$ cat src/sv/adsw_pkg.sv
// Shared types and constants of the 1D advection-diffusion sweep block.
// Depends on nothing; every other file imports it.
package adsw_pkg;

    localparam int CFG_INDEX_W = 3;
    localparam int CFG_DATA_W  = 32;

    localparam logic [1:0] FUNC_WRITE = 2'd0;
    localparam logic [1:0] FUNC_RUN   = 2'd1;
    localparam logic [1:0] FUNC_READ  = 2'd2;

    localparam logic [2:0] STATUS_ACCESS   = 3'd0;
    localparam logic [2:0] STATUS_CONV     = 3'd1;
    localparam logic [2:0] STATUS_UNSTABLE = 3'd2;
    localparam logic [2:0] STATUS_LIMIT    = 3'd3;
    localparam logic [2:0] STATUS_BAD      = 3'd4;

    localparam logic [2:0] CFG_DIFFUSION = 3'd0;
    localparam logic [2:0] CFG_ADVECTION = 3'd1;
    localparam logic [2:0] CFG_TOLERANCE = 3'd2;
    localparam logic [2:0] CFG_COUNT     = 3'd3;
    localparam logic [2:0] CFG_PIN_A_IDX = 3'd4;
    localparam logic [2:0] CFG_PIN_A_VAL = 3'd5;
    localparam logic [2:0] CFG_PIN_B_IDX = 3'd6;
    localparam logic [2:0] CFG_PIN_B_VAL = 3'd7;

    localparam logic [15:0]        RST_DIFFUSION = 16'd9830;
    localparam logic signed [16:0] RST_ADVECTION = 17'sd9830;
    localparam logic [30:0]        RST_TOLERANCE = 31'd17;
    localparam logic [7:0]         RST_COUNT     = 8'd101;
    localparam logic [6:0]         RST_PIN_A_IDX = 7'd20;
    localparam logic signed [31:0] RST_PIN_A_VAL = 32'sd16777216;
    localparam logic [6:0]         RST_PIN_B_IDX = 7'd30;
    localparam logic signed [31:0] RST_PIN_B_VAL = 32'sd33554432;

    // Largest stable diffusion coefficient: 0.5 in Q0.16
    localparam logic [15:0] DIFFUSION_LIMIT = 16'd32768;

    typedef struct packed {
        logic [1:0]         func;
        logic [6:0]         point_index;
        logic signed [31:0] point_value;
    } adsw_in_t;

    typedef struct packed {
        logic signed [31:0] read_value;
        logic [2:0]         status;
        logic [15:0]        sweep_count;
        logic [30:0]        max_change;
    } adsw_out_t;

    typedef enum logic [1:0] {RD_ITEM, RD_ZERO, RD_ONE, RD_NEXT} rd_sel_t;
    typedef enum logic [1:0] {REP_NONE, REP_ZERO, REP_READ, REP_RUN} rep_t;
    typedef enum logic [2:0] {
        WR_NONE, WR_CLEAR, WR_ITEM, WR_PIN_A, WR_PIN_B, WR_POINT
    } wr_sel_t;

    typedef struct packed {
        wr_sel_t wr_sel;
        logic    rd_en;
        rd_sel_t rd_sel;
        logic    load_left;
        logic    load_centre;
        logic    calc_lap;
        logic    calc_mul;
        logic    sweep_start;
        logic    run_start;
        logic    sweep_end;
        rep_t    reply;
    } adsw_cmd_t;

    typedef struct packed {
        logic clear_done;
        logic idx_ok;
        logic unstable;
        logic last_point;
        logic converged;
        logic at_limit;
    } adsw_stat_t;

endpackage

$ cat src/sv/adsw_ctrl.sv
// Controller of the sweep block: sequences accesses, pinning and sweeps.
// Depends on adsw_pkg; commands adsw_datapath.
module adsw_ctrl
    import adsw_pkg::*;
(
    input  logic       clk,
    input  logic       rst_n,
    input  logic       start,
    input  logic [1:0] func,
    input  adsw_stat_t stat,
    output adsw_cmd_t  cmd,
    output logic       busy,
    output logic       done,
    output logic [2:0] status
);

    typedef enum logic [3:0] {
        S_CLEAR, S_IDLE, S_READ, S_RUN, S_PIN_B, S_LOAD0, S_LOAD1, S_LOAD2,
        S_RD, S_LAP, S_MUL, S_WB, S_END, S_CHECK
    } state_t;

    state_t     state_reg, state_next;
    logic       done_reg, done_next;
    logic [2:0] status_reg, status_next;

    always_comb
    begin
        cmd         = '0;
        state_next  = state_reg;
        status_next = status_reg;
        case (state_reg)
            S_CLEAR:
            begin
                cmd.wr_sel = WR_CLEAR;
                if (stat.clear_done)
                    state_next = S_IDLE;
            end
            S_IDLE:
            begin
                if (start)
                begin
                    case (func)
                        FUNC_WRITE:
                        begin
                            cmd.reply   = REP_ZERO;
                            status_next = stat.idx_ok ? STATUS_ACCESS : STATUS_BAD;
                            if (stat.idx_ok)
                                cmd.wr_sel = WR_ITEM;
                        end
                        FUNC_READ:
                        begin
                            if (stat.idx_ok)
                            begin
                                cmd.rd_en  = 1'b1;
                                cmd.rd_sel = RD_ITEM;
                                state_next = S_READ;
                            end
                            else
                            begin
                                cmd.reply   = REP_ZERO;
                                status_next = STATUS_BAD;
                            end
                        end
                        FUNC_RUN: state_next = S_RUN;
                        default:
                        begin
                            cmd.reply   = REP_ZERO;
                            status_next = STATUS_BAD;
                        end
                    endcase
                end
            end
            S_READ:
            begin
                cmd.reply   = REP_READ;
                status_next = STATUS_ACCESS;
                state_next  = S_IDLE;
            end
            S_RUN:
            begin
                if (stat.unstable)
                begin
                    cmd.reply   = REP_ZERO;
                    status_next = STATUS_UNSTABLE;
                    state_next  = S_IDLE;
                end
                else
                begin
                    cmd.wr_sel    = WR_PIN_A;
                    cmd.run_start = 1'b1;
                    state_next    = S_PIN_B;
                end
            end
            S_PIN_B:
            begin
                cmd.wr_sel = WR_PIN_B;
                state_next = S_LOAD0;
            end
            S_LOAD0:
            begin
                cmd.rd_en       = 1'b1;
                cmd.rd_sel      = RD_ZERO;
                cmd.sweep_start = 1'b1;
                state_next      = S_LOAD1;
            end
            S_LOAD1:
            begin
                cmd.rd_en     = 1'b1;
                cmd.rd_sel    = RD_ONE;
                cmd.load_left = 1'b1;
                state_next    = S_LOAD2;
            end
            S_LOAD2:
            begin
                cmd.load_centre = 1'b1;
                state_next      = S_RD;
            end
            S_RD:
            begin
                cmd.rd_en  = 1'b1;
                cmd.rd_sel = RD_NEXT;
                state_next = S_LAP;
            end
            S_LAP:
            begin
                cmd.calc_lap = 1'b1;
                state_next   = S_MUL;
            end
            S_MUL:
            begin
                cmd.calc_mul = 1'b1;
                state_next   = S_WB;
            end
            S_WB:
            begin
                cmd.wr_sel = WR_POINT;
                state_next = stat.last_point ? S_END : S_RD;
            end
            S_END:
            begin
                cmd.sweep_end = 1'b1;
                state_next    = S_CHECK;
            end
            S_CHECK:
            begin
                if (stat.converged || stat.at_limit)
                begin
                    cmd.reply   = REP_RUN;
                    status_next = stat.converged ? STATUS_CONV : STATUS_LIMIT;
                    state_next  = S_IDLE;
                end
                else
                    state_next = S_LOAD0;
            end
            default: state_next = S_IDLE;
        endcase
        done_next = (cmd.reply != REP_NONE);
    end

    always_ff @(posedge clk or negedge rst_n)
    begin
        if (!rst_n)
        begin
            state_reg  <= S_CLEAR;
            done_reg   <= 1'b0;
            status_reg <= STATUS_ACCESS;
        end
        else
        begin
            state_reg  <= state_next;
            done_reg   <= done_next;
            status_reg <= status_next;
        end
    end

    assign busy   = (state_reg != S_IDLE);
    assign done   = done_reg;
    assign status = status_reg;

    a_write_answers_next: assert property (@(posedge clk) disable iff (!rst_n)
        (start && !busy && func == FUNC_WRITE) |=> done_reg)
        else $error("write transaction did not answer in the next cycle");

    a_run_not_immediate: assert property (@(posedge clk) disable iff (!rst_n)
        (start && !busy && func == FUNC_RUN) |=> !done_reg)
        else $error("run transaction answered without checking stability");

    a_run_result_after_check: assert property (@(posedge clk) disable iff (!rst_n)
        (done_reg && (status_reg == STATUS_CONV || status_reg == STATUS_LIMIT))
        |-> $past(state_reg == S_CHECK))
        else $error("run result issued outside the sweep check");

endmodule

$ cat config.mk
export PLATFORM = sky130hd
export DESIGN_NAME = adsw_ctrl
export DESIGN_NICKNAME = d
export VERILOG_FILES = /design/src/sv/adsw_pkg.sv /design/src/sv/adsw_ctrl.sv
export SDC_FILE = /design/constraint.sdc
export NUM_CORES = 1
export LEC_CHECK = 0
export BUFFER_PORTS_ARGS = -buffer_cell sky130_fd_sc_hd__buf_2
export CAP_MARGIN = 20
export CORE_MARGIN = 4
export CORE_UTILIZATION = 40
export DETAILED_ROUTE_END_ITERATION = 7
export PLACE_DENSITY = 0.71
export SLEW_MARGIN = 25
export SYNTH_ARGS = -nofsm -noshare
export SYNTH_HDL_FRONTEND = slang
export SYNTH_SLANG_ARGS = --single-unit
$ cat constraint.sdc
create_clock -name clk -period 1.9 [get_ports clk]
set_input_delay 0.285 -clock clk [delete_from_list [all_inputs] [get_ports clk]]
set_output_delay 0.285 -clock clk [all_outputs]
set_load 0.005 [all_outputs]
; ---- Yosys cells after proc, flatten, opt, wreduce, memory -nomap -nowiden
; Index checks and enable logic that the tools add are counted.
; W data, S select, Z words.
[word_totals]
register_bits = 8
latch_bits = 0
ramBits = 0
mem_bits_ro = 0
inputBits = 11
out_inout_bits = 20
wordCells = 72
mem_count = 0
[classes]
addsub = 0
n_mul = 0
div_mod_pow = 0
n_lt_le_gt_ge = 0
n_eq_ne = 24
shifts = 0
mux = 38
n_bitwise = 0
n_reduce_logical = 7
[op_table]
columns = operator, n
row1 = $pmux W4 S13, 1
row2 = $mux W3, 11
row3 = $eq A4 B4 Y1 const B, 6
row4 = $pmux W3 S4, 2
row5 = $eq A4 B3 Y1 const B, 4
row6 = $pmux W3 S5, 1
row7 = $mux W4, 3
row8 = $mux W1, 11
row9 = $ne A2 B2 Y1 const B, 5
row10 = $pmux W3 S3, 1
row11 = $eq A4 B2 Y1 const B, 2
row12 = $mux W2, 4
row13 = $pmux W2 S4, 1
row14 = $pmux W4 S2, 1
row15 = $mux W6, 1
row16 = $ne A3 B3 Y1 const B, 2
row17 = $reduce_and A6 Y1, 1
row18 = $eq A4 B1 Y1 const B, 1
row19 = $logic_not A4 Y1, 1
row20 = $ne A4 B1 Y1 const B, 1
row21 = $reduce_and A4 Y1, 1
row22 = $reduce_bool A4 Y1, 1
row23 = $ne A3 B1 Y1 const B, 1
row24 = $eq A2 B1 Y1 const B, 1
row25 = 5 further kinds, 5

; ---- Longest topological paths before layout
; Gate-level depths: netlist of the first run.
[logic_depth]
depth_word = 5
mapped_depth = 5
mapped_depth_nobuf = 4

; ---- Least setup slack after synthesis of the first run
; No wires, ideal clock.
[synth_path]
kind = register -> register
start = reg state_reg[3]
end = reg status_reg[2] (netlist: status[2])
setup_ps = 128
arrival_time_ps = 1437
path_slack_ps = 335
path_stages_with_launch = 6
path_buffers = 1
cell_sequence = dfrtp_1 buf_6 nor2_2 nand3_2 o211ai_4 mux2_1
[synth_via]
elab_chain_len = 3
word_cells_on_any_way = 12
classes_between = eq/ne: 9 / mux: 1 / reduce/logical: 2
[synth_rtl]
columns = element, line
row1 = "start, declared", adsw_ctrl.sv:22  ; state_t state_reg, state_next;
row2 = "start signal, assigned", adsw_ctrl.sv:170  ; state_reg <= state_next;
row3 = $eq A4 B1 Y1 (tied with other cells), adsw_ctrl.sv:31  ; case (state_reg)
row4 = $ne A3 B3 Y1 (no source line) (tied with other cells), -
row5 = $reduce_and A6 Y1 (no source line), -
row6 = "end signal, assigned", adsw_ctrl.sv:172  ; status_reg <= status_next;
row7 = "end, declared", adsw_ctrl.sv:24  ; logic [2:0] status_reg, status_next;
; Parallel ways exist; a longest one is shown, timed or not.
; A chain may end at the register's enable or synchronous reset.

==> qor.yml, run 1 <==
run_status:
  status: "completed"
grt:
  grt_pass1_wl_um: 2900
  antenna_found_initial: 0
  grt_pass1_vias: 659
  overflow: 0
  grt_max_degree: 16
  track_usage_pct: 17.6
logic_synthesis:
  synth_cell_type_count: 37
  syn_area_per_cell_um2: 7.78
  ys_seq_area_share_pct: 31.0
  ys_ff_latch: 8
  synth_top_area_cell: "dfrtp_1"
  syn_nets: 94
  synth_top_area_share_pct: 31.0
  synth.cell_area_um2: 646
  synth-main-ff-cell: "dfrtp_1"
  async_flop_share_pct: 100
  yosysWarningCount: 0
  synth-edff-count: 0
  syn_inst: 83
  synth.area.top_cells: "dfrtp_1 31%, nor2_1 6.4%, nand2_1 4.1%"
cts:
  cts.sinks: 8
  cts_tree: "built"
  cts.path.max_buffers: 2
  root_buffer: "clkbuf_4"
  clk_latency_ns: 0.25
  h-tree-depth: 1
  path_clk_slew_ns: 0.05
  cts_buffers: 3
cells_and_area:
  fillers: 141
  largest_reg_flops: 4
  area_growth_pct: 44.4
  drive_gt1_share_pct: 49.6
  nets: 136
  n_antenna_cell: 0
worst_setup_path:
  cp_max_fo: 6
  critPathLaunch: "state_reg[2]"
  timing.rr.start: "state_reg[2]"
  cp_num_cells: 5
  cp_cell_sequence: "buf_6 -> or3_4 -> a21oi_2 -> or3_1 -> buf_2"
  reg2reg_slack_ns: 0.27
  worst_r2r_endpoint: "status[2]"
  critical_path_class: "flip-flop to primary output"
  slowest_stage: "dfrtp_2"
  crit_buf_inv: 2
  crit_end: "cmd[11]"
  worst-endpoint-arrival_ns: 1.57
  worstPathRequired_ns: 1.62
  critical_path.top_delay_family: "simple AND/OR/NAND/NOR gates"
  worst_path_largest_cell_delay_ns: 0.45
  cp-end-kind: "primary output"
  ff2ff_path_depth: 5
  start_kind: "flip-flop"
sta:
  finalSetupViolations: 0
  hold_ws_ns: 0.271
  slew_headroom_pct: 76.1
  timing.final.crit_share_pct: 97.5
  hold_violations: 0
  rsz0062_at_grt: "yes"
  fmax_mhz: 540
  period_needed_ns: 1.85
  skew_ns: 0.00111
  setup_slack_ns: 0.0476
  worstMarginPinSlew_ns: 0.357
  maxSlewViolCount: 0
power:
  finalPower_mw: 1.53
  powerDensity_mw_per_mm2: 1640
  p_leak_nw: 0.458
  irDropWorstVdd_mv: 0.953
detailed_routing:
  dr.pass1.iters: 4
  drc: 0
  wirelength_um: 1930
  ant_nets: 0
  vias: 808
  wl_per_cell_um: 13.9
  viasPerCell: 5.81
  drt-initial-drc-count: 33
floorplan:
  core_mm2: 0.00152
  die_x_um: 48.2
  start_util_pct: 42.4
  ios: 31
  die_area_mm2: 0.00232
  rows: 14
  die_h_um: 48.2
placement:
  pre_cts_ws_ns: 0.199
  io_buffers: 30
  globalplace.congestion: 0.842
  place_hpwl_um: 1400
worst_hold_path:
  hp-class: "input pin to flip-flop"
  hold_start: "stat[2]"
run:
  drv_cap: 0
## kinds of logic after synthesis
logic type             count (synthesis)  share of synthesized area (%)
AND/OR/NAND/NOR                       42                           33.7
buffers and inverters                  9                           7.17
multiplexers                           3                           5.04
flip-flops                             8                           31.0
AO/OA/AOI/OAI                         21                           23.1
## worst min-delay path by stage
stage,endpoint,slack [ns],cells past startpoint
CTS,state_reg[2],0.27,3
detailed placement,status[2],0.13,1
global placement,status[2],0.13,1
floorplan,done,-0.01,0
global route,state_reg[2],0.29,3
finish,state_reg[2],0.27,3
## synthesized netlist by cell type (2+ instances only)
cell / count
o21ai_1: 2
nor4_1: 2
nor3_1: 4
a21o_1: 2
o21ai_0: 3
o211ai_1: 2
a21oi_1: 5
nand2b_1: 3
nor2_1: 11
nand3_1: 5
inv_2: 3
nand2_1: 7
dfrtp_1: 8
inv_1: 2
or3_1: 2
## cell type report
cell class,instances,area [µm²],share of cell area (%)
clock buffer,3,22.5,2.42
inverter,5,18.8,2.01
multi-input combinational,66,432,46.3
sequential,8,205,22.0
tap,16,20.0,2.15
timing repair buffer,41,234,25.1
## power breakdown
| part | switching, mW | internal, mW |
|---|---|---|
| clock | 0.0526 | 0.0719 |
| combinational | 0.539 | 0.489 |
| sequential | 0.126 | 0.255 |
## timing repair
| item | in CTS | in global routing |
|---|---|---|
| hold buffers | 1 | 0 |
| cloned | 0 | 0 |
| resized for setup | 3 | 9 |
| pin swaps | 0 | 4 |
| setup buffers | 0 | 7 |
| setup endpoints to repair | 3 | 5 |
| endpoints found under the hold margin | 8 | 0 |
## metrics by stage
step                util (%)  cell area, µm²  TNS [ns]  instances
finish                  61.2             932         0        139
global route            61.2             932   -0.0165        139
CTS                     55.6             847         0        132
detailed placement      53.2             811         0        128
global placement        53.2             811         0        128
floorplan                  -             646         0         83
## worst reg2reg max path: stages (launching register included)
cell and delay, ns:
dfrtp_2 0.45, buf_4 0.16, nor2_4 0.19, nand3_4 0.12
o211ai_4 0.24, mux2_1 0.34
## cell usage in the layout, fill, tap and decap left out, types with 3 or more instances in the layout
cell type	n
inv_2	3
buf_2	30
nor2_1	11
buf_4	7
clkbuf_4	3
nand2b_1	3
nand3_1	5
dfrtp_1	4
dfrtp_2	4
nor3_1	4
o21ai_0	3
nand2_1	6
a21oi_1	4
## metal layers
layer  wire [µm]  track usage (%)
met2         951             26.8
met3         131             3.69
met1         819             23.4
met5           0                0
met4          29             9.14
Note: power is estimated with default switching activity, not from simulation.
==> run 2, diff against run 1 <==
SETUP_SLACK_MARGIN = 0.4   (was default)
==> qor.yml, run 2 (synthesis results as in run 1) <==
worst_setup_path:
  critical_path.top_delay_family: "flip-flops"
  start_kind: "flip-flop"
  slowest_stage: "dfrtp_2"
  worst_path_largest_cell_delay_ns: 0.45
  cp-end-kind: "primary output"
  cp_max_fo: 6
  crit_buf_inv: 2
  worst-endpoint-arrival_ns: 1.65
  critical_path_class: "flip-flop to primary output"
  worstPathRequired_ns: 1.62
  cp_cell_sequence: "buf_12 -> nand2b_2 -> mux2_2 -> nor2_1 -> buf_2"
power:
  combPwrFrac_pct: 79.8
  p_sw_mw: 1.13
  clkPwrFrac_pct: 5.9
  p_leak_nw: 0.624
  sw_frac_of_total_pct: 46.9
  finalPower_mw: 2.41
  p_int_mw: 1.28
  irDropWorstVdd_mv: 1.39
  powerDensity_mw_per_mm2: 1920
  seq_power_share_pct: 14.3
placement:
  io_buffers: 30
  place_hpwl_um: 1480
  dp_cells: 127
  globalplace.congestion: 0.843
floorplan:
  die_area_mm2: 0.00232
  die_h_um: 48.2
  core_mm2: 0.00152
  die_x_um: 48.2
  start_util_pct: 42.4
  rows: 14
  ios: 31
sta:
  finalSetupViolations: 1
  fmax_mhz: 517
  period_needed_ns: 1.93
  maxSlewViolCount: 0
  rsz0062_at_grt: "yes"
  hold_ws_ns: 0.263
  skew_ns: 0.0103
  timing.final.crit_share_pct: 102
  hold_violations: 0
  setup_slack_ns: -0.0324
  worstMarginPinSlew_ns: 0.482
  slew_headroom_pct: 67.8
detailed_routing:
  drc: 0
  dr.pass1.iters: 5
  wirelength_um: 3400
  wl_per_cell_um: 21.1
  vias: 1039
  viasPerCell: 6.45
  drt-initial-drc-count: 98
  ant_nets: 0
grt:
  track_usage_pct: 25.3
  antenna_found_initial: 0
  grt_pass1_wl_um: 3970
  grt_max_degree: 9
  overflow: 0
  grt_pass1_vias: 827
cells_and_area:
  fillers: 85
  drive_gt1_share_pct: 64.8
  final_common_cell: "buf_2"
  n_antenna_cell: 0
  multiInputGateArea_um2: 523
  seqCellArea_um2: 204
  nets: 157
  largest_reg_flops: 4
  final_cell_mix: "29 x buf_2, 18 x buf_4, 13 x buf_6, 8 x nor2_1"
  final_cells: 161
  area_growth_pct: 94.6
cts:
  cts_tree: "built"
  root_buffer: "clkbuf_4"
  clk_latency_ns: 0.26
  path_clk_slew_ns: 0.06
  cts.sinks: 8
  h-tree-depth: 1
  cts_buffers: 3
  cts.path.max_buffers: 2
worst_hold_path:
  hp-class: "input pin to flip-flop"
run:
  drv_cap: 0
run_status:
  status: "finished with violations"
  violations: "negative setup slack"
## run 2: cell count changes in the layout (fill, tap and decap cells not counted), sizes merged
| cell | before | now |
|---|---|---|
| buf | 38 | 61 |
| clkbuf | 5 | 4 |
## run 2: area by class of cell
class	count	area share, %
Tap cell	16	1.59
Multi-Input combinational cell	66	41.6
Inverter	5	2.09
Timing Repair Buffer	62	36.4
Sequential cell	8	16.2
Clock buffer	4	2.09
## run 2: final timing paths
kind,startpoint,to,slack [ns],cells after the start
worst max-delay path,state_reg[2],cmd[9],-0.03,5
worst max register to register,state_reg[2],status[2],0.15,6
min in group asynchronous,rst_n,status[2],0.40,2
worst min-delay path,stat[2],state_reg[2],0.26,3
worst min register to register,status[2],status[2],0.52,1
max in group asynchronous,rst_n,state_reg[1],1.31,2
## run 2: power groups by stage
stage	registers, mW	logic [mW]	clock network (mW)
4_1_cts	0.334	1.44	0.146
3_3_place_gp	0.387	0.814	0
3_5_place_dp	0.396	0.825	0
2_1_floorplan	0.307	0.641	0
6_report	0.346	1.92	0.143
5_1_grt	0.354	2.02	0.159
## run 2: metal layers
| metal | GRT usage [%] | routed length (µm) | vias up |
|---|---|---|---|
| met3 | 5.90 | 377 | 30 |
| li1 | - | - | 429 |
| met1 | 33.2 | 1140 | 481 |
| met5 | 0 | 0 | - |
| met2 | 40.6 | 1690 | 99 |
| met4 | 8.06 | 191 | 0 |
## run 2: through the flow
step,setup WS (ns),utilization [%],area (µm²),TNS (ns)
2_1_floorplan,0.393,-,652,0
3_3_place_gp,0.215,53.1,810,0
3_5_place_dp,0.156,53.1,810,0
4_1_cts,0.0713,72.4,1100,0
5_1_grt,-0.0495,82.4,1260,-0.101
6_report,-0.0324,82.4,1260,-0.0324
## run 2: worst min-delay path, cell delays in order
cell	delay (ns)
buf_2	0.08
a32oi_1	0.06
o21ai_0	0.07
## run 2: repair_timing
action | 4_1_cts | 5_1_grt
endpoints found under the setup margin | 18 | 20
setup buffers | 23 | 6
pin swaps | 6 | 5
gates resized for setup | 19 | 28
hold buffers | 1 | 0
hold endpoints to repair | 8 | 0
